===== config.mk =====
export PLATFORM = sky130hd
export DESIGN_NAME = motor_feedback_frame_decoder
export DESIGN_NICKNAME = d
export VERILOG_FILES = /design/src/rtl/mfd_pkg.sv /design/src/rtl/motor_feedback_frame_decoder.sv /design/src/rtl/mfd_front.sv /design/src/rtl/mfd_queue.sv /design/src/rtl/mfd_back.sv
export SDC_FILE = /design/constraint.sdc
export NUM_CORES = 1
export LEC_CHECK = 0
export BUFFER_PORTS_ARGS = -buffer_cell sky130_fd_sc_hd__clkbuf_2
export CAP_MARGIN = 25
export CORE_MARGIN = 2
export CORE_UTILIZATION = 55
export CTS_BUF_LIST = sky130_fd_sc_hd__clkbuf_8
export DETAILED_ROUTE_END_ITERATION = 12
export PLACE_DENSITY = 0.77
export SYNTH_ARGS = -nofsm -noshare
export SYNTH_HDL_FRONTEND = slang
export SYNTH_SLANG_ARGS = --single-unit

===== constraint.sdc =====
create_clock -name clk -period 21.9 [get_ports clk]
set_clock_uncertainty 0.1 [all_clocks]
set_input_delay 6.57 -clock clk [delete_from_list [all_inputs] [get_ports clk]]
set_output_delay 6.57 -clock clk [all_outputs]
set_load 0.01 [all_outputs]

===== src/rtl/mfd_pkg.sv =====
// shared types and constants for the motor feedback frame decoder
package mfd_pkg;

    localparam int MOTOR_SLOTS = 5;
    localparam int SLOT_W = 3;
    localparam int SLOT_IDX_W = (MOTOR_SLOTS > 1) ? $clog2(MOTOR_SLOTS) : 1;

    localparam int QUEUE_DEPTH = 2;
    localparam int QPTR_W = (QUEUE_DEPTH > 1) ? $clog2(QUEUE_DEPTH) : 1;
    localparam int QCNT_W = $clog2(QUEUE_DEPTH + 1);

    localparam logic [10:0] ID_FB_FIRST = 11'h201;
    localparam logic [10:0] ID_FB_LAST = 11'h204;
    localparam logic [10:0] ID_FB_BUS1 = 11'h205;
    localparam logic [10:0] ID_CMD = 11'h400;
    localparam logic [SLOT_W-1:0] SLOT_BUS1 = 3'd4;

    localparam logic BUS_FIRST = 1'b0;
    localparam logic BUS_SECOND = 1'b1;

    localparam logic KIND_FEEDBACK = 1'b0;
    localparam logic KIND_MESSAGE = 1'b1;

    localparam logic signed [16:0] TURN_THRESH = 17'sd4096;
    localparam int TURN_SHIFT = 13;

    localparam logic [7:0] STARTUP_FRAMES_RESET = 8'd10;
    localparam logic REG_STARTUP_FRAMES = 1'b0;

    typedef struct packed {
        logic              kind;
        logic [SLOT_W-1:0] slot;
        logic [63:0]       payload;
    } mfd_item_t;

    typedef struct packed {
        logic              kind;
        logic [SLOT_W-1:0] slot;
        logic [15:0]       encoder;
        logic [31:0]       total_angle;
        logic [15:0]       speed;
        logic [15:0]       current;
        logic [7:0]        temperature;
        logic [15:0]       word_a;
        logic [15:0]       word_b;
        logic [15:0]       word_c;
        logic [15:0]       word_d;
    } mfd_result_t;

endpackage


===== src/rtl/motor_feedback_frame_decoder.sv =====
// top level: stream ports, configuration register, front, queue and back end
// an accepted item is written into the queue, then popped into the result register when the output is free
// throughput: one item per cycle while the queue is not full; the queue and the result register take up stalls
// the per-slot turn update is a read-modify-write in the back end
// unmapped frames are dropped at the front and give no result
// reset (rst_n low, asynchronous) clears turn counts, previous encoders and the startup
// counter, empties the queue, and sets startup_frames to 10
module motor_feedback_frame_decoder
    import mfd_pkg::*;
(
    input  logic         clk,
    input  logic         rst_n,
    // apb configuration
    input  logic         psel,
    input  logic         penable,
    input  logic         pwrite,
    input  logic [2:0]   paddr,
    input  logic [31:0]  pwdata,
    output logic [31:0]  prdata,
    output logic         pready,
    // input frames
    input  logic         s_tvalid,
    output logic         s_tready,
    input  logic [79:0]  s_tdata,  // frame_id[10:0], payload[74:11], zero pad
    input  logic         s_tuser,  // bus
    // results
    output logic         m_tvalid,
    input  logic         m_tready,
    // slot[2:0], encoder[18:3], total_angle[50:19], speed[66:51], current[82:67],
    // temperature[90:83], word_a[106:91], word_b[122:107], word_c[138:123],
    // word_d[154:139], zero pad
    output logic [159:0] m_tdata,
    output logic         m_tuser   // kind
);

    logic [7:0]  startup_frames_reg;
    logic        cfg_write;
    logic        queue_full;
    logic        queue_not_empty;
    logic        push;
    logic        pop;
    mfd_item_t   push_item;
    mfd_item_t   pop_item;
    mfd_result_t result;

    assign pready = 1'b1;
    assign cfg_write = psel && penable && pwrite && (paddr[2] == REG_STARTUP_FRAMES);
    assign prdata = (paddr[2] == REG_STARTUP_FRAMES) ? {24'd0, startup_frames_reg} : 32'd0;

    always_ff @(posedge clk or negedge rst_n)
    begin
        if (!rst_n)
        begin
            startup_frames_reg <= STARTUP_FRAMES_RESET;
        end
        else if (cfg_write)
        begin
            startup_frames_reg <= pwdata[7:0];
        end
    end

    mfd_front u_front (
        .in_valid   (s_tvalid),
        .in_ready   (s_tready),
        .bus        (s_tuser),
        .frame_id   (s_tdata[10:0]),
        .payload    (s_tdata[74:11]),
        .queue_full (queue_full),
        .push       (push),
        .push_item  (push_item)
    );

    mfd_queue u_queue (
        .clk       (clk),
        .rst_n     (rst_n),
        .push      (push),
        .push_item (push_item),
        .full      (queue_full),
        .not_empty (queue_not_empty),
        .pop       (pop),
        .pop_item  (pop_item)
    );

    mfd_back u_back (
        .clk             (clk),
        .rst_n           (rst_n),
        .queue_not_empty (queue_not_empty),
        .queue_item      (pop_item),
        .pop             (pop),
        .startup_frames  (startup_frames_reg),
        .out_valid       (m_tvalid),
        .out_ready       (m_tready),
        .out_result      (result)
    );

    assign m_tuser = result.kind;
    assign m_tdata = {5'd0, result.word_d, result.word_c, result.word_b, result.word_a,
                      result.temperature, result.current, result.speed,
                      result.total_angle, result.encoder, result.slot};

endmodule


===== src/rtl/mfd_front.sv =====
// front end: frame classification and queue push
module mfd_front
    import mfd_pkg::*;
(
    input  logic        in_valid,
    output logic        in_ready,
    input  logic        bus,
    input  logic [10:0] frame_id,
    input  logic [63:0] payload,
    input  logic        queue_full,
    output logic        push,
    output mfd_item_t   push_item
);

    logic              is_cmd;
    logic              is_fb0;
    logic              is_fb1;
    logic [10:0]       id_offset;
    logic [SLOT_W-1:0] slot;
    logic              slot_ok;
    logic              keep;

    always_comb
    begin
        is_cmd = (bus == BUS_SECOND) && (frame_id == ID_CMD);
        is_fb0 = (bus == BUS_FIRST) && (frame_id >= ID_FB_FIRST) && (frame_id <= ID_FB_LAST);
        is_fb1 = (bus == BUS_SECOND) && (frame_id == ID_FB_BUS1);
        id_offset = frame_id - ID_FB_FIRST;
        slot = is_fb1 ? SLOT_BUS1 : id_offset[SLOT_W-1:0];
        // slots past the configured count are dropped
        slot_ok = ({1'b0, slot} < (SLOT_W + 1)'(MOTOR_SLOTS));
        keep = is_cmd || ((is_fb0 || is_fb1) && slot_ok);

        in_ready = !queue_full;
        push = in_valid && !queue_full && keep;

        push_item.kind = is_cmd ? KIND_MESSAGE : KIND_FEEDBACK;
        push_item.slot = is_cmd ? '0 : slot;
        push_item.payload = payload;
    end

endmodule


===== src/rtl/mfd_queue.sv =====
// small queue between the classifier and the decode stage
module mfd_queue
    import mfd_pkg::*;
(
    input  logic      clk,
    input  logic      rst_n,
    input  logic      push,
    input  mfd_item_t push_item,
    output logic      full,
    output logic      not_empty,
    input  logic      pop,
    output mfd_item_t pop_item
);

    mfd_item_t         entry_reg [QUEUE_DEPTH];
    logic [QPTR_W-1:0] wr_ptr_reg;
    logic [QPTR_W-1:0] wr_ptr_next;
    logic [QPTR_W-1:0] rd_ptr_reg;
    logic [QPTR_W-1:0] rd_ptr_next;
    logic [QCNT_W-1:0] count_reg;
    logic [QCNT_W-1:0] count_next;

    always_comb
    begin
        full = (count_reg == QCNT_W'(QUEUE_DEPTH));
        not_empty = (count_reg != '0);
        pop_item = entry_reg[rd_ptr_reg];

        wr_ptr_next = wr_ptr_reg;
        if (push)
        begin
            wr_ptr_next = (wr_ptr_reg == QPTR_W'(QUEUE_DEPTH - 1)) ? '0 : wr_ptr_reg + 1'b1;
        end
        rd_ptr_next = rd_ptr_reg;
        if (pop)
        begin
            rd_ptr_next = (rd_ptr_reg == QPTR_W'(QUEUE_DEPTH - 1)) ? '0 : rd_ptr_reg + 1'b1;
        end
        count_next = count_reg + QCNT_W'(push) - QCNT_W'(pop);
    end

    always_ff @(posedge clk or negedge rst_n)
    begin
        if (!rst_n)
        begin
            wr_ptr_reg <= '0;
            rd_ptr_reg <= '0;
            count_reg <= '0;
        end
        else
        begin
            wr_ptr_reg <= wr_ptr_next;
            rd_ptr_reg <= rd_ptr_next;
            count_reg <= count_next;
        end
    end

    always_ff @(posedge clk)
    begin
        if (push)
        begin
            entry_reg[wr_ptr_reg] <= push_item;
        end
    end

    a_no_push_when_full: assert property (@(posedge clk) disable iff (!rst_n)
        push |-> !full)
        else $error("queue push while full");

    a_no_pop_when_empty: assert property (@(posedge clk) disable iff (!rst_n)
        pop |-> not_empty)
        else $error("queue pop while empty");

endmodule


===== src/rtl/mfd_back.sv =====
// back end: per-slot turn tracking, field unpacking and result register
module mfd_back
    import mfd_pkg::*;
(
    input  logic        clk,
    input  logic        rst_n,
    input  logic        queue_not_empty,
    input  mfd_item_t   queue_item,
    output logic        pop,
    input  logic [7:0]  startup_frames,
    output logic        out_valid,
    input  logic        out_ready,
    output mfd_result_t out_result
);

    logic [15:0] prev_enc_reg [MOTOR_SLOTS];
    logic [31:0] turn_reg [MOTOR_SLOTS];
    logic [7:0]  startup_cnt_reg;
    logic [7:0]  startup_cnt_next;
    logic        out_valid_reg;
    logic        out_valid_next;
    mfd_result_t result_reg;
    mfd_result_t result_next;

    logic [SLOT_IDX_W-1:0] idx;
    logic [15:0]           enc;
    logic [15:0]           prev;
    logic [31:0]           turn;
    logic [31:0]           turn_new;
    logic signed [16:0]    diff;
    logic                  hold;
    logic                  pop_fb;

    always_comb
    begin
        pop = queue_not_empty && (!out_valid_reg || out_ready);
        pop_fb = pop && (queue_item.kind == KIND_FEEDBACK);

        idx = queue_item.slot[SLOT_IDX_W-1:0];
        enc = queue_item.payload[63:48];
        prev = prev_enc_reg[idx];
        turn = turn_reg[idx];
        diff = $signed({1'b0, enc}) - $signed({1'b0, prev});
        hold = (startup_cnt_reg <= startup_frames);

        if (hold)
        begin
            turn_new = '0;
        end
        else if (diff < -TURN_THRESH)
        begin
            turn_new = turn + 32'd1;
        end
        else if (diff > TURN_THRESH)
        begin
            turn_new = turn - 32'd1;
        end
        else
        begin
            turn_new = turn;
        end

        startup_cnt_next = startup_cnt_reg;
        if (pop_fb && hold)
        begin
            startup_cnt_next = startup_cnt_reg + 8'd1;
        end

        result_next = '0;
        result_next.kind = queue_item.kind;
        if (queue_item.kind == KIND_MESSAGE)
        begin
            result_next.word_a = 16'd0 - queue_item.payload[63:48];
            result_next.word_b = queue_item.payload[47:32];
            result_next.word_c = queue_item.payload[31:16];
            result_next.word_d = queue_item.payload[15:0];
        end
        else
        begin
            result_next.slot = queue_item.slot;
            result_next.encoder = enc;
            result_next.total_angle = (turn_new << TURN_SHIFT) + {16'd0, enc};
            result_next.speed = queue_item.payload[47:32];
            result_next.current = queue_item.payload[31:16];
            result_next.temperature = queue_item.payload[15:8];
        end

        out_valid_next = out_valid_reg;
        if (pop)
        begin
            out_valid_next = 1'b1;
        end
        else if (out_ready)
        begin
            out_valid_next = 1'b0;
        end

        out_valid = out_valid_reg;
        out_result = result_reg;
    end

    always_ff @(posedge clk or negedge rst_n)
    begin
        if (!rst_n)
        begin
            for (int i = 0; i < MOTOR_SLOTS; i++)
            begin
                prev_enc_reg[i] <= '0;
                turn_reg[i] <= '0;
            end
            startup_cnt_reg <= '0;
            out_valid_reg <= 1'b0;
        end
        else
        begin
            if (pop_fb)
            begin
                prev_enc_reg[idx] <= enc;
                turn_reg[idx] <= turn_new;
            end
            startup_cnt_reg <= startup_cnt_next;
            out_valid_reg <= out_valid_next;
        end
    end

    always_ff @(posedge clk)
    begin
        if (pop)
        begin
            result_reg <= result_next;
        end
    end

    a_startup_only_on_feedback: assert property (@(posedge clk) disable iff (!rst_n)
        !pop_fb |=> $stable(startup_cnt_reg))
        else $error("startup counter moved without a feedback item");

    a_hold_angle_is_encoder: assert property (@(posedge clk) disable iff (!rst_n)
        (pop_fb && hold) |=> (result_reg.total_angle == {16'd0, result_reg.encoder}))
        else $error("angle not held at encoder during startup");

    a_message_slot_zero: assert property (@(posedge clk) disable iff (!rst_n)
        (out_valid_reg && (result_reg.kind == KIND_MESSAGE)) |-> (result_reg.slot == '0))
        else $error("message result with nonzero slot");

endmodule

Word-level counts from Yosys, hierarchy flattened
Memory sizes are Yosys's and may differ from the RTL's.
Index checks and enable logic that the tools add are counted.
{"block": "totals", "ramBits": 136, "output_inout_bits": 196, "input_bits": 123, "n_memories": 1, "register_bits": 417}
{"name": "u_queue.entry_reg", "depth": 2, "width": 68, "read_ports": 1, "rd_ports_with_merged_regs": 0, "wr": 1, "line_no": "mfd_queue.sv:15", "source": "mfd_item_t entry_reg [QUEUE_DEPTH];"}
{"block": "op_classes", "n_lt_le_gt_ge": 8, "bitwise": 4, "eq_ne": 3, "mux": 25, "n_addsub": 11, "n_reduce_logical": 21}
{"cell": "32-bit 2-to-1 mux", "n": 6}
{"cell": "160-bit bitwise mux", "n": 1}
{"cell": "32-bit binary-select mux with 3-bit select", "n": 1}
{"cell": "32-bit demux with 3-bit select", "n": 1}
{"cell": "80-bit bitwise mux", "n": 1}
{"cell": "16-bit binary-select mux with 3-bit select", "n": 1}
{"cell": "16-bit demux with 3-bit select", "n": 1}
{"cell": "16-bit 2-to-1 mux", "n": 3}
{"cell": "32-bit by 1-bit adder with 32-bit output (second input constant)", "n": 1}
{"cell": "32-bit by 16-bit adder with 32-bit output", "n": 1}
{"cell": "32-bit by 1-bit subtractor with 32-bit output (second input constant)", "n": 1}
{"cell": "17-bit by 14-bit greater-than comparator with 1-bit output (second input constant)", "n": 1}
{"cell": "17-bit by 13-bit < comparator with 1-bit output (second input constant)", "n": 1}
{"cell": "16-bit by 16-bit subtractor with 17-bit output", "n": 1}
{"cell": "1-bit by 16-bit subtractor with 16-bit output (first input constant)", "n": 1}
{"cell": "1-bit logical AND", "n": 14}
{"cell": "11-bit by 10-bit == test with 1-bit output (second input constant)", "n": 1}
{"cell": "11-bit == test (second input constant)", "n": 1}
{"cell": "11-bit by 10-bit >= comparator with 1-bit output (second input constant)", "n": 1}
{"cell": "11-bit by 10-bit less-or-equal comparator with 1-bit output (second input constant)", "n": 1}
{"cell": "8-bit by 1-bit adder with 8-bit output (second input constant)", "n": 1}
{"cell": "8-bit less-or-equal comparator", "n": 1}
{"cell": "8-bit 2-to-1 mux", "n": 1}
{"cell": "1-bit 2-to-1 mux", "n": 7}
{"cell": "14 further kinds", "n": 22}

Longest topological paths before layout
Gate-level depths: netlist of the first run.
An unclocked memory read counts as a cell.
{"block": "depth", "word_depth": 11, "depth_mapped": 33, "mapped_depth_nobuf": 28}

Hierarchy
From an unflattened synthesis of the first run, not the netlist that was laid out.
{"block": "unflattened", "cells_unflattened": 1803, "area_unflattened_um2": 22554.1}
{"module": "mfd_back", "cells_each": 1423, "instances": 1, "seq_area_each_um2": 8898.5, "area_each_um2": 16097.9}
{"module": "mfd_queue", "cells_each": 227, "instances": 1, "seq_area_each_um2": 4184.0, "area_each_um2": 5148.7}
{"module": "mfd_front", "cells_each": 96, "instances": 1, "seq_area_each_um2": 0.0, "area_each_um2": 688.2}
{"module": "motor_feedback_frame_decoder", "cells_each": 57, "instances": 1, "seq_area_each_um2": 202.7, "area_each_um2": 619.3}

Worst setup path after synthesis of the first run
No wires, ideal clock.
{"block": "synth_timing", "path_kind": "input -> register", "from": "input port m_tready", "to": "register u_back.startup_cnt_reg[7]", "path_stages": 10, "setup_ns": 0.079, "arrival_ns": 15.390, "t_required_ns": 21.721, "n_path_buf": 2, "path_slack_ns": 6.331, "path_cell_list": "inv_1 -> a21oi_1 -> and2_1 -> clkbuf_1 -> and2_1 -> clkbuf_1 -> and4_1 -> nand3_1 -> nor2_1 -> xor2_1"}
{"block": "synth_between", "elab_chain_len": 4}
{"element": "from (decl)", "line_no": "motor_feedback_frame_decoder.sv:28", "source": "input logic m_tready,"}
{"element": "1-bit logical OR", "line_no": "mfd_back.sv:36", "source": "pop = queue_not_empty && (!out_valid_reg || out_ready);"}
{"element": "1-bit logical AND", "line_no": "mfd_back.sv:36"}
{"element": "net pop", "line_no": "motor_feedback_frame_decoder.sv:41", "source": "logic pop;"}
{"element": "1-bit logical AND", "line_no": "mfd_back.sv:37", "source": "pop_fb = pop && (queue_item.kind == KIND_FEEDBACK);"}
{"element": "1-bit logical AND", "line_no": "mfd_back.sv:64", "source": "if (pop_fb && hold)"}
{"element": "to (signal assigned)", "line_no": "mfd_back.sv:121", "source": "startup_cnt_reg <= startup_cnt_next;"}
{"element": "to (decl)", "line_no": "mfd_back.sv:18", "source": "logic [7:0] startup_cnt_reg;"}
The timed path passes the listed nets, and every way through them passes these cells.
A chain may end at the register's enable or synchronous reset.

Worst setup path after layout of the first run
{"block": "layout_timing", "from": "input port paddr[2]", "to": "output port prdata[0]"}
{"block": "layout_between", "elab_chain_len": 1}
{"element": "from (decl)", "line_no": "motor_feedback_frame_decoder.sv:17", "source": "input logic [2:0] paddr,"}
{"element": "8-bit 2-to-1 mux", "line_no": "motor_feedback_frame_decoder.sv:48", "source": "assign prdata = (paddr[2] == REG_STARTUP_FRAMES) ? {24'd0, startup_frames_reg} : 32'd0;"}
{"element": "to (decl)", "line_no": "motor_feedback_frame_decoder.sv:19", "source": "output logic [31:0] prdata,"}
No other way between the ends.

==> out/qor.yml, run 1 <==
fin_total_pwr_uw: 3380
grt_pass1_vias: 15800
hpwlAfterDp_um: 36100
syn_inst: 1904
slew_viol_final: 0
netlist-cell-type-count: 94
critical_path.reg2reg.startpoint: "u_queue.rd_ptr_reg"
worstSkewPairLatency_ns: 0.63
hold_buffers: 0
avgSynthCellArea_um2: 11.4
cts_tree: "done"
rsz0062_at_grt: "no"
grt_use_met3_pct: 8.57
n_fill_cell: 3000
hold_slack_ns: 0.376
crit_required_ns: 15.23
dr_total_vias: 15800
core-area_um2: 38800
cts_buffer_depth: 3
diodes: 0
drc: 0
yosys-top-cells-area: "edfxtp_1, dfrtp_1, o21ai_0"
start_util_pct: 55.9
io_buffers: 257
final_net_count: 2322
cts_buffers: 75
async_flop_share_pct: 41.3
cts_htree_levels: 3
reg2reg_to: "u_back.out_result[129]"
clk_pin_slew_ns: 0.05
path_max_fanout: 9
path_delay_family: "buffers and inverters"
die_y_um: 203
tightest_slew_ns: 0.957
grt_max_degree: 82
cts_sinks: 475
startpoint: "paddr[2]"
grt_pass1_wl_um: 85200
start_kind: "input port"
avgViaCountPerCell: 5.78
hold_viol: 0
synth_area_um2: 21700
crit_top_cell: "clkbuf_2"
period_needed_ns: 13.65
endpoint: "prdata[0]"
grtUsageMet1_pct: 34.6
place_congestion: 0.930
critPathArrivalTime_ns: 6.98
grt_use_met2_pct: 42.7
dieArea_um2: 41000
ant_nets: 0
wl_um: 53900
io_pins: 319
fin_tns_setup_ns: 0
first_pass_iters: 7
yosysWarnings: 0
cts_root_buf: "clkbuf_8"
min_path_type: "flop to flop"
critPathMaxStageDelay_ns: 0.14
setup_viol: 0
relSlewSlack_pct: 34.3
crit_buf_inv: 2
reg2reg_depth: 26
power.leakage_uw: 0.0106
yosys.area.top_type: "edfxtp_1"
cts_resized: 0
cpMaxStageDelayCell: "clkbuf_2"
drv_cap: 0
rows: 72
cts_setup_buffers: 0
synth_common_cells: "edfxtp_1, nand2_1, o21ai_0"
timing.fmax_mhz: 73.3
r2r_slack_ns: 13.64
yosysMostFrequentCell: "edfxtp_1"
grt_busiest_layer: "met2"
p_per_area_nw_per_um2: 137
wire_per_inst_um: 19.7
largest_reg_flops: 143
ys_seq_area_share_pct: 61.2
period_share_pct: 62.3
synth_top_area_share_pct: 38.6
cp.depth: 3
drive_gt1_share_pct: 20.7
path_class: "input port to output pin"
synth_seq_cells: 475
synthFlopType: "edfxtp_1"
antenna_found_initial: 1
grt.overflow.total: 0
ir_drop_mv: 0.0785
path_cells: "clkbuf_2, nor2b_1, clkbuf_2"
die-width_um: 203
grt_usage_pct: 26.5
synth-edff-count: 279
end_kind: "output pin"
area_delta_synth_final_pct: 14.3
outcome: "completed"
drt-initial-drc-count: 1256
-- where the power goes --
part	internal, µW	total (µW)	leakage (µW)	switching, µW
Combinational	470	1340	0.00453	868
Clock	346	692	0.000796	346
Sequential	1230	1350	0.00524	125
Total	2040	3380	0.0106	1340
-- worst reg2reg max path: stages, from the launching register on --
cell and delay [ns]:
dfrtp_4 0.93, mux2_4 0.57, nand2_1 0.56, o21ai_0 0.38, a22oi_1 0.14, ha_1 0.25
fa_1 0.40, nand2b_1 0.19, a211oi_2 0.41, o211ai_1 0.27, a311oi_1 0.58, or3_1 0.41
nor2_1 0.14, nor2_1 0.22, nor3_1 0.08, o21ai_0 0.54, inv_1 0.16, ha_1 0.24
inv_1 0.07, fa_1 0.20, inv_1 0.05, a21oi_1 0.35, nor2_1 0.07, o21ai_1 0.26
nor2_1 0.17, a31o_2 0.28, a21oi_1 0.11
-- layout make-up --
| class | instances | area, µm² | area share (%) |
|---|---|---|---|
| flip-flops and latches | 475 | 13300 | 53.6 |
| multi-input cells | 1269 | 7680 | 31.0 |
| repair buffers | 291 | 1610 | 6.50 |
| clock buffers | 81 | 1110 | 4.50 |
| well taps | 518 | 648 | 2.61 |
| clock inverters | 53 | 256 | 1.03 |
| inverters | 49 | 184 | 0.742 |
-- per-layer routing --
layer	wire length (µm)	part of all wire, %
met1	21900	41
met3	5230	9.7
met2	25800	48
met4	1000	1.9
met5	0	0
-- how the worst min path moves through the flow --
| stage | startpoint | endpoint | slack, ns | depth (start not counted) |
|---|---|---|---|---|
| after CTS | u_back.prev_enc_reg[78] | u_back.prev_enc_reg[78] | 0.38 | 2 |
| final | u_back.turn_reg[144] | u_back.turn_reg[144] | 0.38 | 2 |
| after global routing | u_back.turn_reg[77] | u_back.turn_reg[77] | 0.40 | 2 |
| after global placement | u_back.turn_reg[97] | u_back.turn_reg[97] | 0.35 | 2 |
| after detailed placement | u_back.prev_enc_reg[78] | u_back.prev_enc_reg[78] | 0.36 | 2 |
| after floorplan | u_back.turn_reg[97] | u_back.turn_reg[97] | 0.34 | 2 |
-- cell families (layout without fill, tap and decap cells) --
kind of cell,after synthesis,count (layout),synth area share (%)
other,2,30,0.0346
buffers and inverters,188,474,4.17
multiplexers,105,105,5.07
XOR/XNOR,39,39,1.57
AO/OA/AOI/OAI,439,439,12.9
AND/OR/NAND/NOR,618,618,12.8
flip-flops,475,475,61.2
adder cells (fa/ha/maj),38,38,2.26
-- layout by cell type (no fill, tap or decap), types with 6 or more instances in the layout --
| master | Yosys | layout |
|---|---|---|
| xnor2_1 | 30 | 30 |
| and2_1 | 13 | 13 |
| o211ai_1 | 10 | 10 |
| a21o_1 | 20 | 20 |
| mux2i_1 | 88 | 86 |
| o2111ai_1 | 6 | 6 |
| o2bb2ai_1 | 7 | 7 |
| a222oi_1 | 10 | 10 |
| a22oi_1 | 8 | 8 |
| o221ai_1 | 10 | 10 |
| o22ai_1 | 12 | 12 |
| o21ai_0 | 217 | 217 |
| and3_1 | 8 | 8 |
| a31oi_1 | 14 | 14 |
| conb_1 | 2 | 30 |
| clkbuf_8 | 0 | 82 |
| clkinv_1 | 0 | 14 |
| a21oi_1 | 51 | 50 |
| dfrtp_1 | 194 | 193 |
| buf_4 | 44 | 31 |
| nor3_1 | 31 | 31 |
| nand2_1 | 270 | 266 |
| edfxtp_1 | 279 | 279 |
| xor2_1 | 9 | 9 |
| nor4_1 | 7 | 7 |
| clkinv_2 | 0 | 12 |
| clkbuf_2 | 0 | 256 |
| or3_1 | 12 | 12 |
| ha_1 | 36 | 36 |
| nor2_1 | 188 | 186 |
| mux2_2 | 10 | 10 |
| nand4_1 | 14 | 14 |
| or2_2 | 6 | 6 |
| inv_1 | 49 | 69 |
| o21a_1 | 10 | 10 |
| nand3_1 | 29 | 28 |
-- stage by stage --
step	cells	setup WS (ns)	utilization, %	cell area (µm²)
floorplan	1932	6.33	-	21800
global placement	2599	8.26	60.1	23300
detailed placement	2600	8.26	60.2	23400
CTS	2734	8.26	63.7	24700
global route	2736	8.19	63.8	24800
finish	2736	8.25	63.8	24800
Power figures use the tool's default switching activity.
==> inputs of run 2 (changes only) <==
- clock period: 21.9 -> 13.7 ns (I/O delays scaled with it)
==> run 2 against run 1 <==
Via count increased by 0.65%. Clock power increased by 71%. Global-route usage increased by 0.44 points. Final cell count about the same. Non-clock buffer count decreased by 6.
==> out/qor.yml, run 2 (same netlist as run 1, synthesis figures left out) <==
outcome: "completed"
path_max_fanout: 9  # unchanged
fin_tns_setup_ns: 0  # unchanged
cts_buffers: 77  # +2.7%
hold_end: "u_back.turn_reg[139]"
grt.overflow.total: 0  # unchanged
hpwlAfterDp_um: 35700  # -1.0%
grt_pass1_vias: 16000  # +1.0%
avgViaCountPerCell: 5.81  # +0.61%
largest_reg_flops: 143  # unchanged
hold_viol: 0  # unchanged
period_share_pct: 63.8
setup_viol: 0  # unchanged
critical_path.reg2reg.startpoint: "u_queue.rd_ptr_reg"
cts_resized: 0  # unchanged
area_delta_synth_final_pct: 14.4
power.leakage_uw: 0.0106  # +0.38%
relSlewSlack_pct: 8.47  # -26 points
min_path_type: "flop to flop"
design_area_um2: 24800  # +0.10%
worstSkewPairLatency_ns: 0.65  # +0.02 ns
r2r_slack_ns: 5.47  # -8.17 ns
p_per_area_nw_per_um2: 221  # +62%
wire_per_inst_um: 20.0  # +1.5%
layout_commonest_cell: "edfxtp_1"
min_delay_path_depth: 2  # unchanged
cts_setup_buffers: 0  # unchanged
hold_buffers: 0  # unchanged
start_util_pct: 55.9  # unchanged
path_class: "input port to output pin"
ant_nets: 0  # unchanged
io_pins: 319  # unchanged
final_net_count: 2318  # -0.17%
timing.fmax_mhz: 114
antenna_found_initial: 1  # unchanged
grt_pass1_wl_um: 86600  # +1.6%
cts_sinks: 475  # unchanged
fin_util_pct: 63.9  # +0.065 points
crit_required_ns: 9.49  # -5.74 ns
core-area_um2: 38800  # unchanged
drive_gt1_share_pct: 20.5  # -0.28 points
rows: 72  # unchanged
wl_um: 54700  # +1.5%
final_cell_mix: "edfxtp_1, nand2_1, clkbuf_2"
clk_pin_slew_ns: 0.06  # about the same
startpoint: "paddr[2]"
dpl_cell_area_um2: 23300  # -0.19%
place_congestion: 0.905  # -2.7%
end_kind: "output pin"
cts_htree_levels: 3  # unchanged
ir_drop_mv: 0.145  # +85%
slew_viol_final: 0  # unchanged
rsz0062_at_grt: "no"
first_pass_iters: 7  # unchanged
grt_max_degree: 146  # +78%
dieArea_um2: 41000  # unchanged
die_y_um: 203  # unchanged
cts_buffer_depth: 3  # unchanged
period_needed_ns: 8.74
holdCritStartpoint: "u_back.turn_reg[139]"
drt-initial-drc-count: 1474  # +17%
cts_root_buf: "clkbuf_8"
start_kind: "input port"
tightest_slew_ns: 1.37  # +0.416 ns
reg2reg_to: "u_back.out_result[129]"
io_buffers: 257  # unchanged
cts_tree: "done"
diodes: 0  # unchanged
dr_total_vias: 15900  # +0.65%
drv_cap: 0  # unchanged
grt_usage_pct: 26.9  # +0.44 points
drc: 0  # unchanged
die-width_um: 203  # unchanged
critPathArrivalTime_ns: 4.53  # -2.45 ns
reg2reg_depth: 29  # +12%
==> run 2: cell count changes in the layout (fill, tap and decap cells not counted) <==
cell	delta
bufinv_16	+1
clkinv_2	-9
clkbuf_8	+7
clkinvlp_4	+1
inv_12	+2
buf_16	-3
buf_4	-4
buf_12	+1
inv_1	+12
nand3_2	+1
nand3_4	-1
clkinv_1	-5
inv_8	-2
==> run 2: worst max-delay path by stage <==
stage | endpoint | slack (ns) | cells past startpoint
after detailed placement | prdata[0] | 4.97 | 3
final | prdata[0] | 4.96 | 3
after CTS | prdata[0] | 4.97 | 3
after global routing | u_back.out_result[129] | 4.89 | 29
after global placement | prdata[0] | 4.98 | 3
after floorplan | u_back.startup_cnt_reg[7] | 0.59 | 10
==> run 2: stage by stage <==
stage / power, µW / hold slack [ns] / cells / setup slack [ns]
final: 5480 / 0.376 / 2737 / 4.96
after global routing: 5800 / 0.398 / 2737 / 4.89
after CTS: 5470 / 0.376 / 2737 / 4.97
after detailed placement: 4280 / 0.366 / 2596 / 4.97
after global placement: 4200 / 0.356 / 2596 / 4.98
after floorplan: 3660 / 0.343 / 1932 / 0.591
==> run 2: cell type report <==
cell class / count / area [µm²]
fillers: 2901 / 14000
flip-flops and latches: 475 / 13300
multi-input cells: 1269 / 7670
repair buffers: 285 / 1520
clock buffers: 88 / 1210
well taps: 518 / 648
clock inverters: 53 / 285
inverters: 49 / 184
==> run 2: critical path: stages <==
cell and delay, ns:
clkbuf_2 0.14, nor2b_1 0.13, clkbuf_2 0.14
==> run 2: power breakdown <==
group / internal (µW) / switching [µW] / total, µW / leakage [µW]
clock: 614 / 571 / 1180 / 0.000884
combinational: 736 / 1400 / 2130 / 0.00448
sequential: 1970 / 191 / 2160 / 0.00524
total: 3320 / 2160 / 5480 / 0.0106
==> run 2: metal layers <==
metal / routed length [µm] / vias to the layer above / track usage, %
li1: - / 7326 / -
met1: 21900 / 7733 / 35.5
met2: 25800 / 731 / 42.5
met3: 5420 / 119 / 8.17
met4: 1580 / 2 / 9.80
met5: 11 / - / 0
